File: src/rtl/xor_delta_zero_run_encoder_assert.svh
// Assertion macros shared by the encoder RTL.
// Expects signals clk and arst_n in the including module's scope.
`ifndef XOR_DELTA_ZERO_RUN_ENCODER_ASSERT_SVH
`define XOR_DELTA_ZERO_RUN_ENCODER_ASSERT_SVH

// Same-cycle implication, quiet during reset.
`define XDZR_ASSERT_NOW(label, ante, cons, msg) \
	label: assert property (@(posedge clk) disable iff (!arst_n) (ante) |-> (cons)) \
		else $error(msg);

// Next-cycle implication, quiet during reset.
`define XDZR_ASSERT_NEXT(label, ante, cons, msg) \
	label: assert property (@(posedge clk) disable iff (!arst_n) (ante) |=> (cons)) \
		else $error(msg);

`endif

File: src/rtl/xdzr_pkg.sv
// Shared types and constants for the XOR-delta zero-run encoder.
// No dependencies; used by every module in rtl/.
package xdzr_pkg;

	localparam int unsigned RUN_LIMIT   = 65535;
	localparam int unsigned COUNT_W     = 16;
	localparam int unsigned BYTE_W      = 8;
	localparam int unsigned QDEPTH      = 4;
	localparam int unsigned QPTR_W      = $clog2(QDEPTH);
	localparam int unsigned QCNT_W      = $clog2(QDEPTH + 1);

	localparam logic [BYTE_W-1:0] ZERO_MARK = 8'h00;

	// Output byte slots of one command.
	localparam logic [1:0] PH_MARK = 2'd0;
	localparam logic [1:0] PH_LO   = 2'd1;
	localparam logic [1:0] PH_HI   = 2'd2;
	localparam logic [1:0] PH_LIT  = 2'd3;

	// One classified request: an optional run flush followed by an optional literal.
	typedef struct packed {
		logic               has_run;
		logic [COUNT_W-1:0] run_count;
		logic               has_lit;
		logic [BYTE_W-1:0]  lit;
		logic               frame_end;
	} cmd_t;

endpackage

File: src/rtl/xdzr_front.sv
// Front end: accepts requests, XORs the bytes, tracks the zero run and emits commands.
// Depends on xdzr_pkg and the assertion header.
`include "xor_delta_zero_run_encoder_assert.svh"

module xdzr_front (
	input  logic                        clk,
	input  logic                        arst_n,
	input  logic                        accept,
	input  logic [xdzr_pkg::BYTE_W-1:0] cur_byte,
	input  logic [xdzr_pkg::BYTE_W-1:0] prev_byte,
	input  logic                        frame_end,
	output logic                        push,
	output xdzr_pkg::cmd_t              cmd
);

	logic [xdzr_pkg::COUNT_W-1:0] zero_run_count_q;
	logic [xdzr_pkg::COUNT_W-1:0] count_inc;
	logic [xdzr_pkg::COUNT_W-1:0] count_next;
	logic [xdzr_pkg::BYTE_W-1:0]  diff;
	logic                         hit_limit;

	assign diff      = cur_byte ^ prev_byte;
	assign count_inc = zero_run_count_q + 1'b1;
	assign hit_limit = (count_inc >= xdzr_pkg::COUNT_W'(xdzr_pkg::RUN_LIMIT));

	always_comb begin
		cmd.frame_end = frame_end;
		cmd.lit       = diff;
		if (diff == xdzr_pkg::ZERO_MARK) begin
			cmd.has_run   = hit_limit | frame_end;
			cmd.run_count = count_inc;
			cmd.has_lit   = 1'b0;
			count_next    = (hit_limit | frame_end) ? '0 : count_inc;
		end else begin
			cmd.has_run   = (zero_run_count_q != '0);
			cmd.run_count = zero_run_count_q;
			cmd.has_lit   = 1'b1;
			count_next    = '0;
		end
	end

	// drop requests that only extend an open run
	assign push = accept & (cmd.has_run | cmd.has_lit);

	always_ff @(posedge clk or negedge arst_n) begin
		if (!arst_n) begin
			zero_run_count_q <= '0;
		end else if (accept) begin
			zero_run_count_q <= count_next;
		end
	end

	`XDZR_ASSERT_NOW(a_count_below_limit, 1'b1,
		zero_run_count_q < xdzr_pkg::COUNT_W'(xdzr_pkg::RUN_LIMIT),
		"zero run count rests at or above the limit")

endmodule

File: src/rtl/xdzr_fifo.sv
// Short command queue between front and back end, flip-flop storage.
// Depends on xdzr_pkg and the assertion header.
`include "xor_delta_zero_run_encoder_assert.svh"

module xdzr_fifo (
	input  logic           clk,
	input  logic           arst_n,
	input  logic           push,
	input  xdzr_pkg::cmd_t wr_cmd,
	input  logic           pop,
	output logic           full,
	output logic           not_empty,
	output xdzr_pkg::cmd_t rd_cmd
);

	xdzr_pkg::cmd_t              entry_q [xdzr_pkg::QDEPTH];
	logic [xdzr_pkg::QPTR_W-1:0] wr_ptr_q;
	logic [xdzr_pkg::QPTR_W-1:0] rd_ptr_q;
	logic [xdzr_pkg::QCNT_W-1:0] count_q;

	assign full      = (count_q == xdzr_pkg::QCNT_W'(xdzr_pkg::QDEPTH));
	assign not_empty = (count_q != '0);
	assign rd_cmd    = entry_q[rd_ptr_q];

	function automatic logic [xdzr_pkg::QPTR_W-1:0] ptr_inc(
		input logic [xdzr_pkg::QPTR_W-1:0] p
	);
		if (p == xdzr_pkg::QPTR_W'(xdzr_pkg::QDEPTH - 1)) begin
			return '0;
		end
		return p + 1'b1;
	endfunction

	always_ff @(posedge clk) begin
		if (push) begin
			entry_q[wr_ptr_q] <= wr_cmd;
		end
	end

	always_ff @(posedge clk or negedge arst_n) begin
		if (!arst_n) begin
			wr_ptr_q <= '0;
			rd_ptr_q <= '0;
			count_q  <= '0;
		end else begin
			if (push) begin
				wr_ptr_q <= ptr_inc(wr_ptr_q);
			end
			if (pop) begin
				rd_ptr_q <= ptr_inc(rd_ptr_q);
			end
			if (push && !pop) begin
				count_q <= count_q + 1'b1;
			end else if (pop && !push) begin
				count_q <= count_q - 1'b1;
			end
		end
	end

	`XDZR_ASSERT_NOW(a_no_push_full, push, !full, "push into a full command queue")
	`XDZR_ASSERT_NOW(a_no_pop_empty, pop, not_empty, "pop from an empty command queue")

endmodule

File: src/rtl/xdzr_back.sv
// Back end: expands one command into output bytes, one per cycle while out_stall is low, into the output register.
// Depends on xdzr_pkg and the assertion header.
`include "xor_delta_zero_run_encoder_assert.svh"

module xdzr_back (
	input  logic                        clk,
	input  logic                        arst_n,
	input  logic                        cmd_valid,
	input  xdzr_pkg::cmd_t              cmd,
	output logic                        pop,
	output logic                        out_valid,
	input  logic                        out_stall,
	output logic [xdzr_pkg::BYTE_W-1:0] out_byte,
	output logic                        item_last,
	output logic                        frame_done
);

	logic [1:0]                  phase_q;
	logic                        out_valid_q;
	logic [xdzr_pkg::BYTE_W-1:0] out_byte_q;
	logic                        item_last_q;
	logic                        frame_done_q;
	logic                        load;
	logic                        is_last;
	logic [xdzr_pkg::BYTE_W-1:0] sel_byte;

	always_comb begin
		if (cmd.has_run) begin
			case (phase_q)
				xdzr_pkg::PH_MARK: sel_byte = xdzr_pkg::ZERO_MARK;
				xdzr_pkg::PH_LO:   sel_byte = cmd.run_count[xdzr_pkg::BYTE_W-1:0];
				xdzr_pkg::PH_HI:   sel_byte = cmd.run_count[xdzr_pkg::COUNT_W-1:xdzr_pkg::BYTE_W];
				default:           sel_byte = cmd.lit;
			endcase
			is_last = cmd.has_lit ? (phase_q == xdzr_pkg::PH_LIT) : (phase_q == xdzr_pkg::PH_HI);
		end else begin
			sel_byte = cmd.lit;
			is_last  = 1'b1;
		end
	end

	assign load = cmd_valid & (~out_valid_q | ~out_stall);
	assign pop  = load & is_last;

	always_ff @(posedge clk or negedge arst_n) begin
		if (!arst_n) begin
			phase_q     <= xdzr_pkg::PH_MARK;
			out_valid_q <= 1'b0;
		end else begin
			if (load) begin
				phase_q <= is_last ? xdzr_pkg::PH_MARK : phase_q + 1'b1;
			end
			if (load) begin
				out_valid_q <= 1'b1;
			end else if (!out_stall) begin
				out_valid_q <= 1'b0;
			end
		end
	end

	always_ff @(posedge clk) begin
		if (load) begin
			out_byte_q   <= sel_byte;
			item_last_q  <= is_last;
			frame_done_q <= is_last & cmd.frame_end;
		end
	end

	assign out_valid  = out_valid_q;
	assign out_byte   = out_byte_q;
	assign item_last  = item_last_q;
	assign frame_done = frame_done_q;

	`XDZR_ASSERT_NOW(a_done_is_last, out_valid_q && frame_done_q, item_last_q,
		"frame_done without item_last")
	`XDZR_ASSERT_NOW(a_phase_idle, !cmd_valid, phase_q == xdzr_pkg::PH_MARK,
		"phase left mid-command with no command pending")
	`XDZR_ASSERT_NEXT(a_pop_restarts, pop, phase_q == xdzr_pkg::PH_MARK,
		"phase not restarted after finishing a command")

endmodule

File: src/rtl/xor_delta_zero_run_encoder.sv
// XOR-delta zero-run encoder, top level. Uses xdzr_pkg, xdzr_front, xdzr_fifo, xdzr_back.
// A request reaches out_valid through the command queue, then the output register.
// Throughput: one request per cycle while requests give zero or one byte, in_stall low;
//   a run flush occupies the single-byte back end for three bytes, four with a literal.
// The four-entry command queue absorbs flush bursts; in_stall rises only when it fills.
// Reset (arst_n low, asynchronous): clears the run count, queue pointers and out_valid.
module xor_delta_zero_run_encoder (
	input  logic       clk,
	input  logic       arst_n,
	// request channel
	input  logic       in_valid,
	output logic       in_stall,
	input  logic [7:0] cur_byte,
	input  logic [7:0] prev_byte,
	input  logic       frame_end,
	// result channel
	output logic       out_valid,
	input  logic       out_stall,
	output logic [7:0] out_byte,
	output logic       item_last,
	output logic       frame_done
);

	logic           accept;
	logic           push;
	logic           pop;
	logic           q_full;
	logic           q_not_empty;
	xdzr_pkg::cmd_t wr_cmd;
	xdzr_pkg::cmd_t rd_cmd;

	// Hold requests off only while the queue has no room; the front itself never stalls.
	assign in_stall = q_full;
	assign accept   = in_valid & ~in_stall;

	// Classify: XOR, extend or close the zero run, pick flush and literal.
	xdzr_front u_front (
		.clk       (clk),
		.arst_n    (arst_n),
		.accept    (accept),
		.cur_byte  (cur_byte),
		.prev_byte (prev_byte),
		.frame_end (frame_end),
		.push      (push),
		.cmd       (wr_cmd)
	);

	// Decouple the front, which never stalls, from the multi-byte back end.
	xdzr_fifo u_fifo (
		.clk       (clk),
		.arst_n    (arst_n),
		.push      (push),
		.wr_cmd    (wr_cmd),
		.pop       (pop),
		.full      (q_full),
		.not_empty (q_not_empty),
		.rd_cmd    (rd_cmd)
	);

	// Advance through marker, count bytes and literal into the output register.
	xdzr_back u_back (
		.clk        (clk),
		.arst_n     (arst_n),
		.cmd_valid  (q_not_empty),
		.cmd        (rd_cmd),
		.pop        (pop),
		.out_valid  (out_valid),
		.out_stall  (out_stall),
		.out_byte   (out_byte),
		.item_last  (item_last),
		.frame_done (frame_done)
	);

endmodule
File: config.mk
export PLATFORM = sky130hd
export DESIGN_NAME = xor_delta_zero_run_encoder
export DESIGN_NICKNAME = d
export VERILOG_FILES = /design/src/rtl/xdzr_pkg.sv /design/src/rtl/xdzr_front.sv /design/src/rtl/xdzr_fifo.sv /design/src/rtl/xdzr_back.sv /design/src/rtl/xor_delta_zero_run_encoder.sv
export VERILOG_INCLUDE_DIRS = /design/src /design/src/rtl
export SDC_FILE = /design/constraint.sdc
export NUM_CORES = 1
export LEC_CHECK = 0
export BUFFER_PORTS_ARGS = -buffer_cell sky130_fd_sc_hd__buf_2
export CAP_MARGIN = 20
export CORE_ASPECT_RATIO = 0.7
export CORE_MARGIN = 4
export CORE_UTILIZATION = 45
export DETAILED_ROUTE_END_ITERATION = 10
export PLACE_DENSITY = 0.66
export SLEW_MARGIN = 0
export SYNTH_ARGS = -nofsm -noshare
export SYNTH_HDL_FRONTEND = slang
export SYNTH_SLANG_ARGS = --single-unit
File: constraint.sdc
create_clock -name clk -period 3.8 [get_ports clk]
set_input_delay 0.76 -clock clk [delete_from_list [all_inputs] [get_ports clk]]
set_output_delay 0.76 -clock clk [all_outputs]
set_load 0.01 [all_outputs]
# ---- Word-level counts from Yosys, hierarchy flattened
# Memories as Yosys holds them, arrays and structs flattened.
# Cells that the tools add are included.
dict set report totals {
  regBits 36
  ramBits 108
  inputBits 21
  out_inout_bits 12
  elab_cells 67
  memories 1
}
dict set report op_classes {
  add_sub_neg 6
  order_cmp 1
  eq_ne 7
  mux 22
  bitwise_logic 12
  reduce_logical 9
}
# name depth width rd rd_clocked_by_memory_dff wr line_no
set memory_table {}
lappend memory_table {u_fifo.entry_q 4 27 1 0 1 xdzr_fifo.sv:16} ;# xdzr_pkg::cmd_t entry_q [xdzr_pkg::QDEPTH];
# operator n
set op_table {}
lappend op_table {{16-bit two-way mux} 2}
lappend op_table {{8-bit case mux with 3 select lines} 1}
lappend op_table {{18-bit two-way mux} 1}
lappend op_table {{16-bit by 1-bit adder with 16-bit output (second input constant)} 1}
lappend op_table {{16-bit greater-or-equal comparator (second input constant)} 1}
lappend op_table {{16-bit nonzero test} 1}
lappend op_table {{1-bit two-way mux} 10}
lappend op_table {{2-bit two-way mux} 5}
lappend op_table {{2-bit == test (second input constant)} 4}
lappend op_table {{8-bit zero test} 1}
lappend op_table {{8-bit two-way mux} 1}
lappend op_table {{8-bit bitwise XOR} 1}
lappend op_table {{2-bit by 1-bit adder with 2-bit output (second input constant)} 3}
lappend op_table {{3-bit two-way mux} 2}
lappend op_table {{1-bit bitwise AND} 5}
lappend op_table {{3-bit by 1-bit adder with 3-bit output (second input constant)} 1}
lappend op_table {{3-bit == test (second input constant)} 1}
lappend op_table {{1-bit inverter} 3}
lappend op_table {{1-bit bitwise OR} 3}
lappend op_table {{3-bit nonzero test} 1}
lappend op_table {{3-bit by 1-bit subtractor with 3-bit output (second input constant)} 1}
lappend op_table {{2-bit by 1-bit == test with 1-bit output (second input constant)} 1}
lappend op_table {{1-bit logical AND} 2}
lappend op_table {{1-bit zero test} 2}
lappend op_table {{other kinds (3)} 3}

# ---- Longest topological paths before layout
# Gate-level depths: netlist of run 1.
dict set report depth {
  word_depth 10
  mapped_depth 16
  ltp_nobuf 14
}

# ---- Hierarchy
# Synthesis of run 1 repeated with hierarchy kept, for this count alone.
dict set report hier_totals {
  hier_cells 428
  area_unflattened_um2 6568.8
}
# module n_inst cells_each area_each_um2 seq_area_each_um2
set modules_own_cells {}
lappend modules_own_cells {xdzr_fifo 1 178 4321.6 3418.3}
lappend modules_own_cells {xdzr_front 1 190 1559.0 400.4}
lappend modules_own_cells {xdzr_back 1 59 674.4 375.4}
lappend modules_own_cells {xor_delta_zero_run_encoder 1 1 13.8 0.0}

# ---- Worst setup path before layout of run 1
# No wires, ideal clock.
dict set report synth_path {
  kind {input-to-reg}
  start {in prev_byte[6]}
  end {reg u_fifo.count_q[1] (netlist bit)}
  setup_time_ps 125
  arrival_ps 3118
  t_required_ps 3675
  setup_slack_ps 557
  path_stages 13
  path_cell_list {xor2_1 > or4_1 > nor2_4 > inv_2 > nor2_8 > o31ai_4 > buf_6 > nand2_4 > inv_1 > ha_1 > inv_1 > fa_1 > mux2_2}
}
# item line_no
set synth_rtl {}
lappend synth_rtl {{start, declared} xor_delta_zero_run_encoder.sv:14} ;# input logic [7:0] prev_byte,
lappend synth_rtl {{end signal, assigned} xdzr_fifo.sv:53} ;# count_q <= count_q + 1'b1;
lappend synth_rtl {{end signal, assigned} xdzr_fifo.sv:55} ;# count_q <= count_q - 1'b1;
lappend synth_rtl {{end, declared} xdzr_fifo.sv:19} ;# logic [xdzr_pkg::QCNT_W-1:0] count_q;

# ---- Final worst setup path of run 1
dict set report layout_path {
  start {reg u_front.zero_run_count_q[0] (netlist bit)}
  end {reg u_fifo.count_q[2] (netlist bit)}
}
dict set report layout_via {
  elab_chain_cells 9
  elab_cells_between_ends 12
  cone_classes {add/sub (1); order compare (1); mux (2); bitwise (3); reduce/logical (5)}
}
# item line_no
set layout_lines {}
lappend layout_lines {{start, declared} xdzr_front.sv:16} ;# logic [xdzr_pkg::COUNT_W-1:0] zero_run_count_q;
lappend layout_lines {{start signal, assigned} xdzr_front.sv:49} ;# zero_run_count_q <= count_next;
lappend layout_lines {{16-bit by 1-bit adder with 16-bit output} xdzr_front.sv:23} ;# assign count_inc = zero_run_count_q + 1'b1;
lappend layout_lines {{16-bit greater-or-equal comparator} xdzr_front.sv:24} ;# assign hit_limit = (count_inc >= xdzr_pkg::COUNT_W'(xdzr_pkg::RUN_LIMIT));
lappend layout_lines {{1-bit bitwise OR} xdzr_front.sv:30} ;# cmd.has_run = hit_limit | frame_end;
lappend layout_lines {{18-bit two-way mux *} xdzr_front.sv:29} ;# if (diff == xdzr_pkg::ZERO_MARK) begin
lappend layout_lines {{1-bit bitwise OR *} xdzr_front.sv:43} ;# assign push = accept & (cmd.has_run | cmd.has_lit);
lappend layout_lines {{1-bit bitwise AND *} xdzr_front.sv:43}
lappend layout_lines {{net push} xor_delta_zero_run_encoder.sv:25} ;# logic push;
lappend layout_lines {{1-bit zero test} xdzr_fifo.sv:54} ;# end else if (pop && !push) begin
lappend layout_lines {{1-bit logical AND} xdzr_fifo.sv:54}
lappend layout_lines {{2-bit nonzero test (no line)} -}
# Mark *: on every way through the listed nets, which the timed path passes. The rest lies on a longest branch.
# A chain may end at the register's enable or synchronous reset.

==> out/qor.csv, run 1 <==
stage,metric,value,unit
critical_path,worst-setup-path-type,flop to flop,
run_status,run_status,"complete, no violations",
logic_synthesis,ys_warn_count,0,
finish,drive_above_1_share,25.4,%
timing,skew,0.0108,ns
finish,final_cells,678,
finish,layout.nets,509,
logic_synthesis,ys_async_sr_fraction,18.1,%
power_and_ir_drop,comb_power_share,26.0,%
finish,syn_to_final_growth,13.8,%
place,dp.cells,646,
power_and_ir_drop,ir_worst_vdd,0.370,mV
run,maxCapViolations,0,
routing,vias_per_cell,5.72,
logic_synthesis,synth-edff-count,118,
grt,grt_overflow_total,0,
routing,dr_total_vias,3878,
grt,antenna_found_initial,0,
power_and_ir_drop,p_clk_share,30.2,%
critical_path,crit_required,4.13,ns
finish,fin_util,53.3,%
critical_path,start_kind,flop,
min_path,hold_path.class,input pin to asynchronous set/reset pin,
power_and_ir_drop,p_leak,2.64,nW
timing,tns,0,ns
clock_network,cts_setup_buffers,0,
timing,postLayoutSetupSlackWorst,0.344,ns
logic_synthesis,synth_flop_cell,edfxtp_1,
logic_synthesis,synthTopCellsByArea,"edfxtp_1, dfrtp_1, mux4_2, ha_1, nand2_1",
die,boundaryPins,33,
grt,grt_usage,16.4,%
logic_synthesis,ys_seq_area_share,63.4,%
timing,finalMaxSlewViolations,0,
logic_synthesis,syn_nets,476,
die,die_area,16700,um2
routing,drt-pass1-iter-count,5,
routing,wire_per_inst,19.2,um
critical_path,critical_path.cell_chain,"ha_2, nand3_1, or4_4, o32ai_2, o211ai_2, o31ai_4, nand2_4, inv_1, ha_1, inv_1, fa_1, xor2_1, nor2_1, xor2_1",
clock_network,cts_tree,yes,
logic_synthesis,synth.most_common_cell,edfxtp_1,
place,place_congestion,0.934,
logic_synthesis,netlist.area_leader.share,53.5,%
power_and_ir_drop,power.density,674,nW/um2
critical_path,endpoint_kind,flop,
critical_path,cp.arrival,3.79,ns
routing,postRouteAntennaNets,0,
power_and_ir_drop,power_switching_share,30.1,%
die,fp.dieH,109,um
place,pre_cts_slack,0.315,ns
clock_network,htree_levels,4,
timing,worstMarginPinSlew,0.644,ns
routing,drt_wl_total,13.0,mm
timing,fin_hold_ws,0.374,ns
logic_synthesis,yosysTopAreaCell,edfxtp_1,
die,fp.coreArea,14100,um2
timing,slew_headroom,57.0,%
finish,n_antenna_cell,0,
clock_network,path_clk_slew,0.06,ns
critical_path,slowest_delay,0.54,ns
routing,drt-initial-drc-count,389,
power_and_ir_drop,power_switching,1.53,mW
timing,setup_violations,0,
timing,final-hold-violation-count,0,
clock_network,cts-root-buf,clkbuf_16,
timing,fin_crit_sh,91.0,%
logic_synthesis,ys_seq_elements,144,
place,numPortBuffers,32,
power_and_ir_drop,p_int,3.55,mW
die,rows,36,
logic_synthesis,mappedNetlistArea,6620,um2
place,dp_hpwl,8.53,mm
grt,grt_max_degree,29,
die,start_util,46.8,%
routing,drc_errors,0,
timing,fmax,289,MHz
clock_network,cts.path.max_buffers,2,
clock_network,cts.sinks,144,
logic_synthesis,synth_common_cells,"edfxtp_1, nand2_1, mux4_2, dfrtp_1, o21ai_0",
logic_synthesis,syn_area_per_cell,15.0,um2
critical_path,slowest_stage,or4_4,
clock_network,clock_latency,0.41,ns
die,dieWidth,153,um
grt,grt_pass1_wl,21.3,mm
critical_path,reg2reg_depth,14,
power_and_ir_drop,pwr-share-seq,43.8,%
clock_network,postCtsHoldBufs,0,
timing,post-route-min-period,3.46,ns
timing,rsz0062_at_grt,false,
logic_synthesis,synthCells,442,
critical_path,worstPathMaxFanout,9,
logic_synthesis,synth_cell_types,66,
clock_network,cts_buffers,17,
grt,grt_pass1_vias,3842,
sequential cells by signal, summed over array words and instances (netlist names):
signal,cells
u_back.frame_done,1
u_back.item_last,1
u_back.out_byte,8
u_back.out_valid,1
u_back.phase_q,2
u_fifo.count_q,3
u_fifo.entry_q,108
u_fifo.rd_ptr_q,2
u_fifo.wr_ptr_q,2
u_front.zero_run_count_q,16
layout make-up:
class                   instances  area (um2)
clock inverters                14         124
clock buffers                  18         429
inverters                      11        41.3
fillers                      1148        6610
multi-input cells             258        2240
repair buffers                 43         268
flip-flops and latches        144        4200
well taps                     190         238
through the flow:
stage / power [mW] / area (um2)
floorplan: 3.17 / 6620
CTS: 5.14 / 7530
global placement: 3.55 / 6980
global route: 5.37 / 7530
detailed placement: 3.59 / 6980
finish: 5.08 / 7530
per-layer routing:
metal	up-vias	global-route usage, %	part of all wire, %
li1	1773	-	-
met1	1961	24.6	47
met2	138	24.5	46
met3	6	3.54	6.2
met4	0	4.13	0.34
met5	-	0	0
critical path, delay by kind of cell, from the launching register on:
family	cells	cell delay, ns
AOI/OAI and AO/OA	3	0.50
xor gates and xnor gates	2	0.32
adders and majority gates	3	0.88
buffers and inverters	2	0.15
DFF	1	0.50
and+or+nand+nor	4	1.02
worst paths after layout:
path	from	slack, ns	end
worst min register to register	u_back.out_valid	0.49	u_back.out_valid
worst max register to register	u_front.zero_run_count_q[0]	0.34	u_fifo.count_q[2]
max in group asynchronous	arst_n	2.97	u_fifo.rd_ptr_q[0]
min in group clk	u_back.out_valid	0.49	u_back.out_valid
worst min-delay path	arst_n	0.37	u_fifo.count_q[0]
worst max-delay path	u_front.zero_run_count_q[0]	0.34	u_fifo.count_q[2]
kinds of logic (layout without fill, tap and decap cells):
family          after synthesis  in the layout  share of synthesized area (%)
simple gates                123            123                           10.2
flops                       144            144                           63.4
compound gates               61             61                           6.99
fa+ha+maj                    13             13                           2.57
xor+xnor                     28             28                           3.70
mux                          33             33                           10.3
buf+inv                      40             86                           2.87
cell usage in the layout (no fill, tap or decap), drive strengths merged, types with 2 or more instances in the layout:
cell type,instances
edfxtp,118
mux4,27
or4,3
a22o,2
buf,43
o211ai,3
nor3,9
a22oi,8
clkinvlp,5
nor4b,2
nor2,19
o31ai,4
nand2b,6
a21oi,5
clkinv,2
or3,4
xor2,15
ha,12
o2bb2ai,6
xnor2,13
nand3,6
clkbuf,18
and2,2
o311ai,2
nor4,4
or2,2
nand4,12
o21ai,20
and3,7
mux2,5
inv,18
nand2,40
a221o,3
dfrtp,26
power groups by stage:
stage                     combinational [mW]  clock, mW  sequential, mW
after detailed placement                1.34          0            2.25
after floorplan                        0.917          0            2.25
after global routing                    1.46       1.65            2.26
final                                   1.32       1.53            2.22
after CTS                               1.35       1.57            2.22
after global placement                  1.32          0            2.24
repair_timing:
action                                  in CTS  in global routing
endpoints found under the setup margin       0                  1
resized for setup                            0                  1
endpoints found under the hold margin        0                  0
Power figures use the tool's default switching activity.
==> run 2: changes to the inputs <==
- PLACE_DENSITY: 0.66 -> 0.65
- clock period: 3.8 -> 4.4 ns (I/O delays scaled with it)
==> run 2 against run 1 <==
Net effect:
- cell area down 0.48%
- combinational power shrank 14%
- global-route usage up 0.98 points
- final cell count is 0.29% lower
- first-iteration DRC count up 22%
- via count fell by 0.34%
- register-to-register slack improved by 0.42 ns
==> out/qor.csv, run 2 (same netlist as run 1, synthesis figures left out) <==
stage,metric,value,unit,change
power_and_ir_drop,p_leak,2.64,nW,about the same
timing,worstMarginPinSlew,0.663,ns,+0.0191 ns
die,rows,36,,unchanged
place,detailed_place.area,6940,um2,-0.57%
power_and_ir_drop,p_int,3.10,mW,-13%
power_and_ir_drop,p_clk_share,30.9,%,+0.7 points
routing,wire_per_inst,20.0,um,+3.9%
grt,grt_overflow_total,0,,unchanged
place,dp_hpwl,8.72,mm,+2.3%
place,numPortBuffers,32,,unchanged
grt,grt_usage,17.3,%,+0.98 points
finish,layout_common_cells,"edfxtp_1, nand2_1, buf_2, mux4_2, dfrtp_1",,
finish,final_common_cell,edfxtp_1,,
place,place_congestion,0.872,,-6.6%
critical_path,worstPathMaxFanout,9,,unchanged
finish,nFillCells,1171,,+2.0%
clock_network,clock_latency,0.42,ns,about the same
power_and_ir_drop,power.density,589,nW/um2,-13%
grt,antenna_found_initial,0,,unchanged
critical_path,endpoint_kind,flop,,
clock_network,cts_tree,yes,,
die,dieWidth,153,um,unchanged
clock_network,cts.sinks,144,,unchanged
run_status,run_status,"complete, no violations",,
critical_path,start_kind,flop,,
timing,postLayoutSetupSlackWorst,0.764,ns,+0.420 ns
finish,n_antenna_cell,0,,unchanged
clock_network,cts_buffers,17,,unchanged
finish,seq_area,4200,um2,unchanged
timing,slew_headroom,55.8,%,-1.3 points
timing,tns,0,ns,unchanged
clock_network,cts.path.max_buffers,2,,unchanged
critical_path,crit_start,u_front.zero_run_count_q[1],,
timing,setup_violations,0,,unchanged
timing,skew,0.0146,ns,+0.00378 ns
die,start_util,46.8,%,unchanged
routing,postRouteAntennaNets,0,,unchanged
die,fp.coreArea,14100,um2,unchanged
critical_path,crit_required,4.74,ns,+0.61 ns
power_and_ir_drop,power_switching_share,29.7,%,-0.34 points
critical_path,cp-endpoint,u_fifo.count_q[2],,
power_and_ir_drop,comb_power_share,25.5,%,-0.5 points
critical_path,cp.arrival,3.98,ns,+0.19 ns
clock_network,postCtsHoldBufs,0,,unchanged
routing,vias_per_cell,5.72,,about the same
die,die_area,16700,um2,unchanged
routing,drc_errors,0,,unchanged
critical_path,reg2reg_to,u_fifo.count_q[2],,
clock_network,post_cts_resize_count,0,,unchanged
finish,largest_reg_flops,108,,unchanged
power_and_ir_drop,ir_worst_vdd,0.296,mV,-20%
routing,drt-pass1-iter-count,5,,unchanged
timing,final-hold-violation-count,0,,unchanged
critical_path,reg2reg_depth,14,,unchanged
critical_path,r2r-start,u_front.zero_run_count_q[1],,
clock_network,cts-root-buf,clkbuf_16,,
timing,finalMaxSlewViolations,0,,unchanged
run,maxCapViolations,0,,unchanged
finish,design_area,7500,um2,-0.48%
routing,dr_total_vias,3865,,-0.34%
grt,grt_pass1_wl,21.7,mm,+1.8%
critical_path,reg2reg_setup_slack,0.76,ns,+0.42 ns
die,fp.dieH,109,um,unchanged
timing,rsz0062_at_grt,false,,
place,pre_cts_slack,0.497,ns,+0.182 ns
timing,fin_crit_sh,82.6,%,-8.3 points
clock_network,htree_levels,4,,unchanged
grt,grt_max_degree,28,,-3.4%
timing,fmax,275,MHz,-4.9%
timing,post-route-min-period,3.64,ns,+0.180 ns
clock_network,cts_setup_buffers,0,,unchanged
finish,drive_above_1_share,24.7,%,-0.72 points
grt,grt_pass1_vias,3840,,-0.052%
power_and_ir_drop,power_switching,1.31,mW,-14%
die,boundaryPins,33,,unchanged
routing,drt_wl_total,13.5,mm,+3.6%
critical_path,worst-setup-path-type,flop to flop,,
clock_network,path_clk_slew,0.07,ns,about the same
finish,largest_register,u_fifo.entry_q,,
finish,layout.nets,507,,-0.39%
finish,multi_input_area,2240,um2,-0.11%
min_path,hold_path.class,input pin to asynchronous set/reset pin,,
routing,drt-initial-drc-count,476,,+22%
power_and_ir_drop,pwr-share-seq,43.6,%,-0.2 points
finish,syn_to_final_growth,13.2,%,
run 2: cell types whose count changed in the layout (fill, tap and decap cells not counted), sizes merged:
| cell | change |
|---|---|
| clkinv | +3 |
| buf | -2 |
| clkinvlp | -2 |
| bufinv | +1 |
| clkbuf | -1 |
| inv | -1 |
run 2: power by group through the flow:
stage | sequential, mW | clock [mW] | combinational (mW)
floorplan | 1.94 | 0 | 0.792
global route | 1.96 | 1.45 | 1.25
detailed placement | 1.95 | 0 | 1.15
global placement | 1.94 | 0 | 1.11
CTS | 1.93 | 1.39 | 1.15
finish | 1.93 | 1.36 | 1.13
run 2: per-stage QoR:
| stage | std cells | util, % | power [mW] | hold slack, ns |
|---|---|---|---|---|
| final | 676 | 53.0 | 4.41 | 0.486 |
| after global routing | 676 | 53.0 | 4.66 | 0.522 |
| after CTS | 676 | 53.0 | 4.47 | 0.497 |
| after detailed placement | 644 | 49.1 | 3.10 | 0.498 |
| after global placement | 644 | 49.1 | 3.05 | 0.475 |
| after floorplan | 442 | - | 2.74 | 0.456 |
run 2: layout make-up:
| type | count | area share (%) |
|---|---|---|
| timing repair buffer | 41 | 3.04 |
| clock inverter | 15 | 1.79 |
| multi-input combinational | 258 | 29.8 |
| tap | 190 | 3.17 |
| sequential | 144 | 56.0 |
| clock buffer | 17 | 5.67 |
| inverter | 11 | 0.551 |
run 2: metal layers:
layer | share of wire [%] | GRT usage (%) | up-vias | routed length, um
met5 | 0 | 0 | - | 0
met4 | 1.1 | 5.40 | 0 | 148
met3 | 5.6 | 4.13 | 15 | 751
met2 | 46 | 26.6 | 133 | 6260
met1 | 47 | 24.9 | 1951 | 6350
li1 | - | - | 1766 | -
run 2: how the worst min path moves through the flow:
stage	endpoint	depth (start not counted)	startpoint	slack (ns)
final	u_fifo.count_q[2]	1	arst_n	0.49
after global routing	u_fifo.count_q[2]	1	u_fifo.count_q[2]	0.52
after CTS	u_fifo.count_q[2]	1	arst_n	0.50
after detailed placement	u_back.out_valid	2	u_back.out_valid	0.50
after global placement	u_fifo.count_q[2]	1	u_fifo.count_q[2]	0.47
after floorplan	u_fifo.count_q[2]	1	u_fifo.count_q[2]	0.46
run 2: critical path: stages (launching register included):
cell      delay, ns
dfrtp_1        0.48
ha_1           0.40
nand3_1        0.31
or4_4          0.56
o32ai_2        0.14
o211ai_2       0.14
o31ai_4        0.29
nand2_4        0.10
inv_1          0.09
ha_1           0.18
inv_1          0.06
fa_1           0.38
xor2_1         0.17
nor2_1         0.11
xor2_1         0.16
==> run 3: changes to the inputs <==
- ABC_AREA: not set -> 1
- PLACE_DENSITY: 0.65 -> 0.67
- clock period: 4.4 -> 3.1 ns (I/O delays scaled with it)
==> run 3 against run 2 <==
Net effect:
- synthesized cell count grew 43%
- critical path depth rose by 3
- final cell count rose by 30%
- register-to-register slack got worse by 0.50 ns
- combinational power up 72%
- non-clock buffer count grew 9
- cell area rose by 3.8%
- synthesized area up 1.2%
- worst hold slack lost 0.28 ns
- global-route usage is 1.2 points higher
- via count rose by 25%
- setup slack worse by 0.50 ns
- critical endpoint is now u_fifo.count_q[1]
- largest cell class unchanged
- largest power group unchanged
==> out/qor.csv, run 3 <==
stage,metric,value,unit,change
run_status,run_status,"complete, no violations",,
place,numPortBuffers,32,,unchanged
grt,grt_overflow_total,0,,unchanged
critical_path,worst-setup-path-type,flop to flop,,
clock_network,clock_latency,0.42,ns,about the same
logic_synthesis,mappedNetlistArea,6700,um2,+1.2%
logic_synthesis,synth_common_cells,"edfxtp_1, nand2_1, o21ai_0, nor2_1, inv_1",,
logic_synthesis,syn_nets,668,,+40%
die,fp.dieH,110,um,+0.54%
critical_path,critical_path.cell_chain,"ha_4, nand3_2, nor2_4, buf_4, nand2_1, nand2_1, nand2_1, nand2_1, nor2_2, nand3_2, nand3_4, nand2_4, inv_1, ha_1, inv_1, fa_2, mux2_2",,
grt,grt_pass1_wl,24.1,mm,+11%
critical_path,critPathTopFamily,simple AND/OR/NAND/NOR gates,,
logic_synthesis,synth-edff-count,118,,unchanged
finish,largest_reg_flops,108,,unchanged
routing,drc_errors,0,,unchanged
power_and_ir_drop,ir_worst_vdd,0.504,mV,+71%
finish,largest_register,u_fifo.entry_q,,
clock_network,cts_tree,yes,,
critical_path,crit_required,3.40,ns,-1.34 ns
routing,drt-pass1-iter-count,7,,+2
place,place_congestion,0.891,,+2.2%
clock_network,htree_levels,4,,unchanged
die,boundaryPins,33,,unchanged
clock_network,cts_buffers,17,,unchanged
grt,antenna_found_initial,0,,unchanged
clock_network,cts.sinks,144,,unchanged
logic_synthesis,synth_flop_cell,edfxtp_1,,
routing,postRouteAntennaNets,0,,unchanged
power_and_ir_drop,p_leak,2.97,nW,+12%
critical_path,worstPathMaxFanout,7,,-2
critical_path,start_kind,flop,,
logic_synthesis,synth_cell_types,37,,-44%
grt,grt_pass1_vias,4578,,+19%
die,dieWidth,154,um,+0.55%
critical_path,endpoint_kind,flop,,
power_and_ir_drop,power.density,862,nW/um2,+46%
finish,final_common_cell,edfxtp_1,,
grt,grt_usage,18.5,%,+1.2 points
clock_network,postCtsHoldBufs,0,,unchanged
logic_synthesis,ys_warn_count,0,,unchanged
die,fp.coreArea,14200,um2,+0.64%
logic_synthesis,synthCells,634,,+43%
power_and_ir_drop,p_int,4.42,mW,+42%
logic_synthesis,syn_area_per_cell,10.6,um2,-29%
timing,setup_violations,0,,unchanged
power_and_ir_drop,comb_power_share,28.9,%,+3.4 points
logic_synthesis,ys_seq_area_share,62.6,%,-0.73 points
power_and_ir_drop,power_switching_share,34.1,%,+4.4 points
run,maxCapViolations,0,,unchanged
timing,skew,0.0115,ns,-0.00308 ns
critical_path,cp_common_cell,nand2_1,,
critical_path,slowest_delay,0.44,ns,-0.12 ns
die,rows,36,,unchanged
clock_network,cts-root-buf,clkbuf_16,,
timing,fmax,353,MHz,+28%
power_and_ir_drop,power_switching,2.29,mW,+74%
min_path,hold_path.class,input pin to asynchronous set/reset pin,,
finish,drive_above_1_share,17.1,%,-7.6 points
place,pre_cts_slack,0.110,ns,-0.387 ns
timing,tns,0,ns,unchanged
die,start_util,47.1,%,+0.25 points
finish,syn_to_final_growth,16.1,%,
critical_path,cp.arrival,3.14,ns,-0.84 ns
timing,slew_headroom,52.9,%,-2.9 points
logic_synthesis,synth.most_common_cell,edfxtp_1,,
clock_network,cts.path.max_buffers,2,,unchanged
logic_synthesis,ys_seq_elements,144,,unchanged
die,die_area,16900,um2,+1.1%
logic_synthesis,yosysTopAreaCell,edfxtp_1,,
routing,vias_per_cell,5.50,,-3.9%
finish,n_antenna_cell,0,,unchanged
routing,dr_total_vias,4831,,+25%
timing,postLayoutSetupSlackWorst,0.263,ns,-0.501 ns
power_and_ir_drop,pwr-share-seq,40.4,%,-3.2 points
routing,drt_wl_total,15.1,mm,+12%
finish,nFillCells,1222,,+4.4%
grt,grt_max_degree,61,,+120%
logic_synthesis,ys_async_sr_fraction,18.1,%,unchanged
finish,layout_common_cells,"edfxtp_1, nand2_1, o21ai_0, nor2_1, inv_1",,
critical_path,slowest_stage,fa_2,,
critical_path,critPathBufInv,3,,+1
timing,worstMarginPinSlew,0.706,ns,+0.0425 ns
power_and_ir_drop,p_clk_share,30.7,%,-0.2 points
logic_synthesis,synthTopCellsByArea,"edfxtp_1, dfrtp_1, nand2_1, o21ai_0, nor2_1",,
place,dp_hpwl,9.83,mm,+13%
routing,wire_per_inst,17.2,um,-14%
logic_synthesis,netlist.area_leader.share,52.9,%,-0.62 points
routing,drt-initial-drc-count,423,,-11%
timing,finalMaxSlewViolations,0,,unchanged
clock_network,path_clk_slew,0.06,ns,about the same
timing,post-route-min-period,2.84,ns,-0.799 ns
timing,fin_crit_sh,91.5,%,+8.9 points
timing,final-hold-violation-count,0,,unchanged
finish,layout.nets,710,,+40%
==> run 3: changes by cell type in the layout (fill, tap and decap cells not counted), sizes merged, moves of 8 or more <==
cell    change
nand2      +78
o21ai      +53
nor2       +50
inv        +48
nand3      +40
mux4       -27
o22ai      +21
a21oi      +14
o21bai     +13
buf         +9
xor2        -9
a22oi       -8
xnor2       -8
==> run 3: logic make-up (layout without fill, tap and decap cells) <==
group                      after synthesis  count (layout)  synth area share (%)
AOI/OAI and AO/OA                      130             130                  11.6
adders and majority gates               13              13                  2.54
muxes                                    1               1                 0.168
xor gates and xnor gates                11              11                  1.44
buffers and inverters                   86             141                  5.21
and+or+nand+nor                        249             249                  16.4
DFF                                    144             144                  62.6
==> run 3: final cells by class <==
| cell class | instances | area (um2) | area share [%] |
|---|---|---|---|
| Clock buffer | 17 | 425 | 5.47 |
| Clock inverter | 15 | 170 | 2.19 |
| Inverter | 59 | 221 | 2.85 |
| Multi-Input combinational cell | 404 | 2180 | 28.1 |
| Sequential cell | 144 | 4190 | 53.9 |
| Tap cell | 190 | 238 | 3.06 |
| Timing Repair Buffer | 50 | 345 | 4.44 |
==> run 3: path summary, 6_finish.rpt <==
| kind | cells after the start | start | slack, ns | to |
|---|---|---|---|---|
| hold reg to reg | 2 | u_back.out_valid | 0.51 | u_back.out_valid |
| min in group clk | 3 | out_stall | 0.43 | u_back.out_valid |
| setup / recovery | 17 | u_front.zero_run_count_q[0] | 0.26 | u_fifo.count_q[1] |
| max in group asynchronous | 1 | arst_n | 2.50 | u_front.zero_run_count_q[12] |
| setup reg to reg | 17 | u_front.zero_run_count_q[0] | 0.26 | u_fifo.count_q[1] |
| hold / removal | 1 | arst_n | 0.21 | u_front.zero_run_count_q[9] |
==> run 3: power groups by stage <==
| stage | Sequential [mW] | Clock (mW) | Combinational, mW |
|---|---|---|---|
| after floorplan | 2.75 | 0 | 1.28 |
| after global placement | 2.72 | 0 | 1.88 |
| after detailed placement | 2.74 | 0 | 1.95 |
| after CTS | 2.71 | 2.08 | 1.96 |
| after global routing | 2.74 | 2.19 | 2.20 |
| final | 2.71 | 2.06 | 1.94 |
==> run 3: worst reg2reg max path: stages (launching register included) <==
cell	delay, ns
dfrtp_1	0.42
ha_4	0.18
nand3_2	0.11
nor2_4	0.20
buf_4	0.14
nand2_1	0.04
nand2_1	0.08
nand2_1	0.05
nand2_1	0.08
nor2_2	0.05
nand3_2	0.08
nand3_4	0.10
nand2_4	0.13
inv_1	0.06
ha_1	0.19
inv_1	0.11
fa_2	0.44
mux2_2	0.27
==> run 3: metrics by stage <==
| step | total power, mW | instances | hold WS, ns | util (%) | area, um2 |
|---|---|---|---|---|---|
| 4_1_cts | 6.75 | 874 | 0.216 | 54.2 | 7710 |
| 2_1_floorplan | 4.03 | 634 | 0.324 | - | 6700 |
| 6_report | 6.71 | 879 | 0.207 | 54.7 | 7780 |
| 3_3_place_gp | 4.61 | 842 | 0.483 | 50.0 | 7120 |
| 5_1_grt | 7.13 | 879 | 0.247 | 54.7 | 7780 |
| 3_5_place_dp | 4.70 | 842 | 0.497 | 50.0 | 7120 |
==> run 3: layer usage <==
layer / GRT usage, % / part of all wire (%) / vias to the layer above
met3: 3.98 / 7.4 / 18
met2: 29.1 / 46 / 221
met5: 0 / 0 / -
met1: 26.5 / 45 / 2312
li1: - / - / 2280
met4: 5.04 / 1.1 / 0
==> run 3: what timing repair did <==
item / in CTS / in global routing
endpoints found under the setup margin: 0 / 2
setup buffers: 0 / 5
resized for setup: 0 / 8
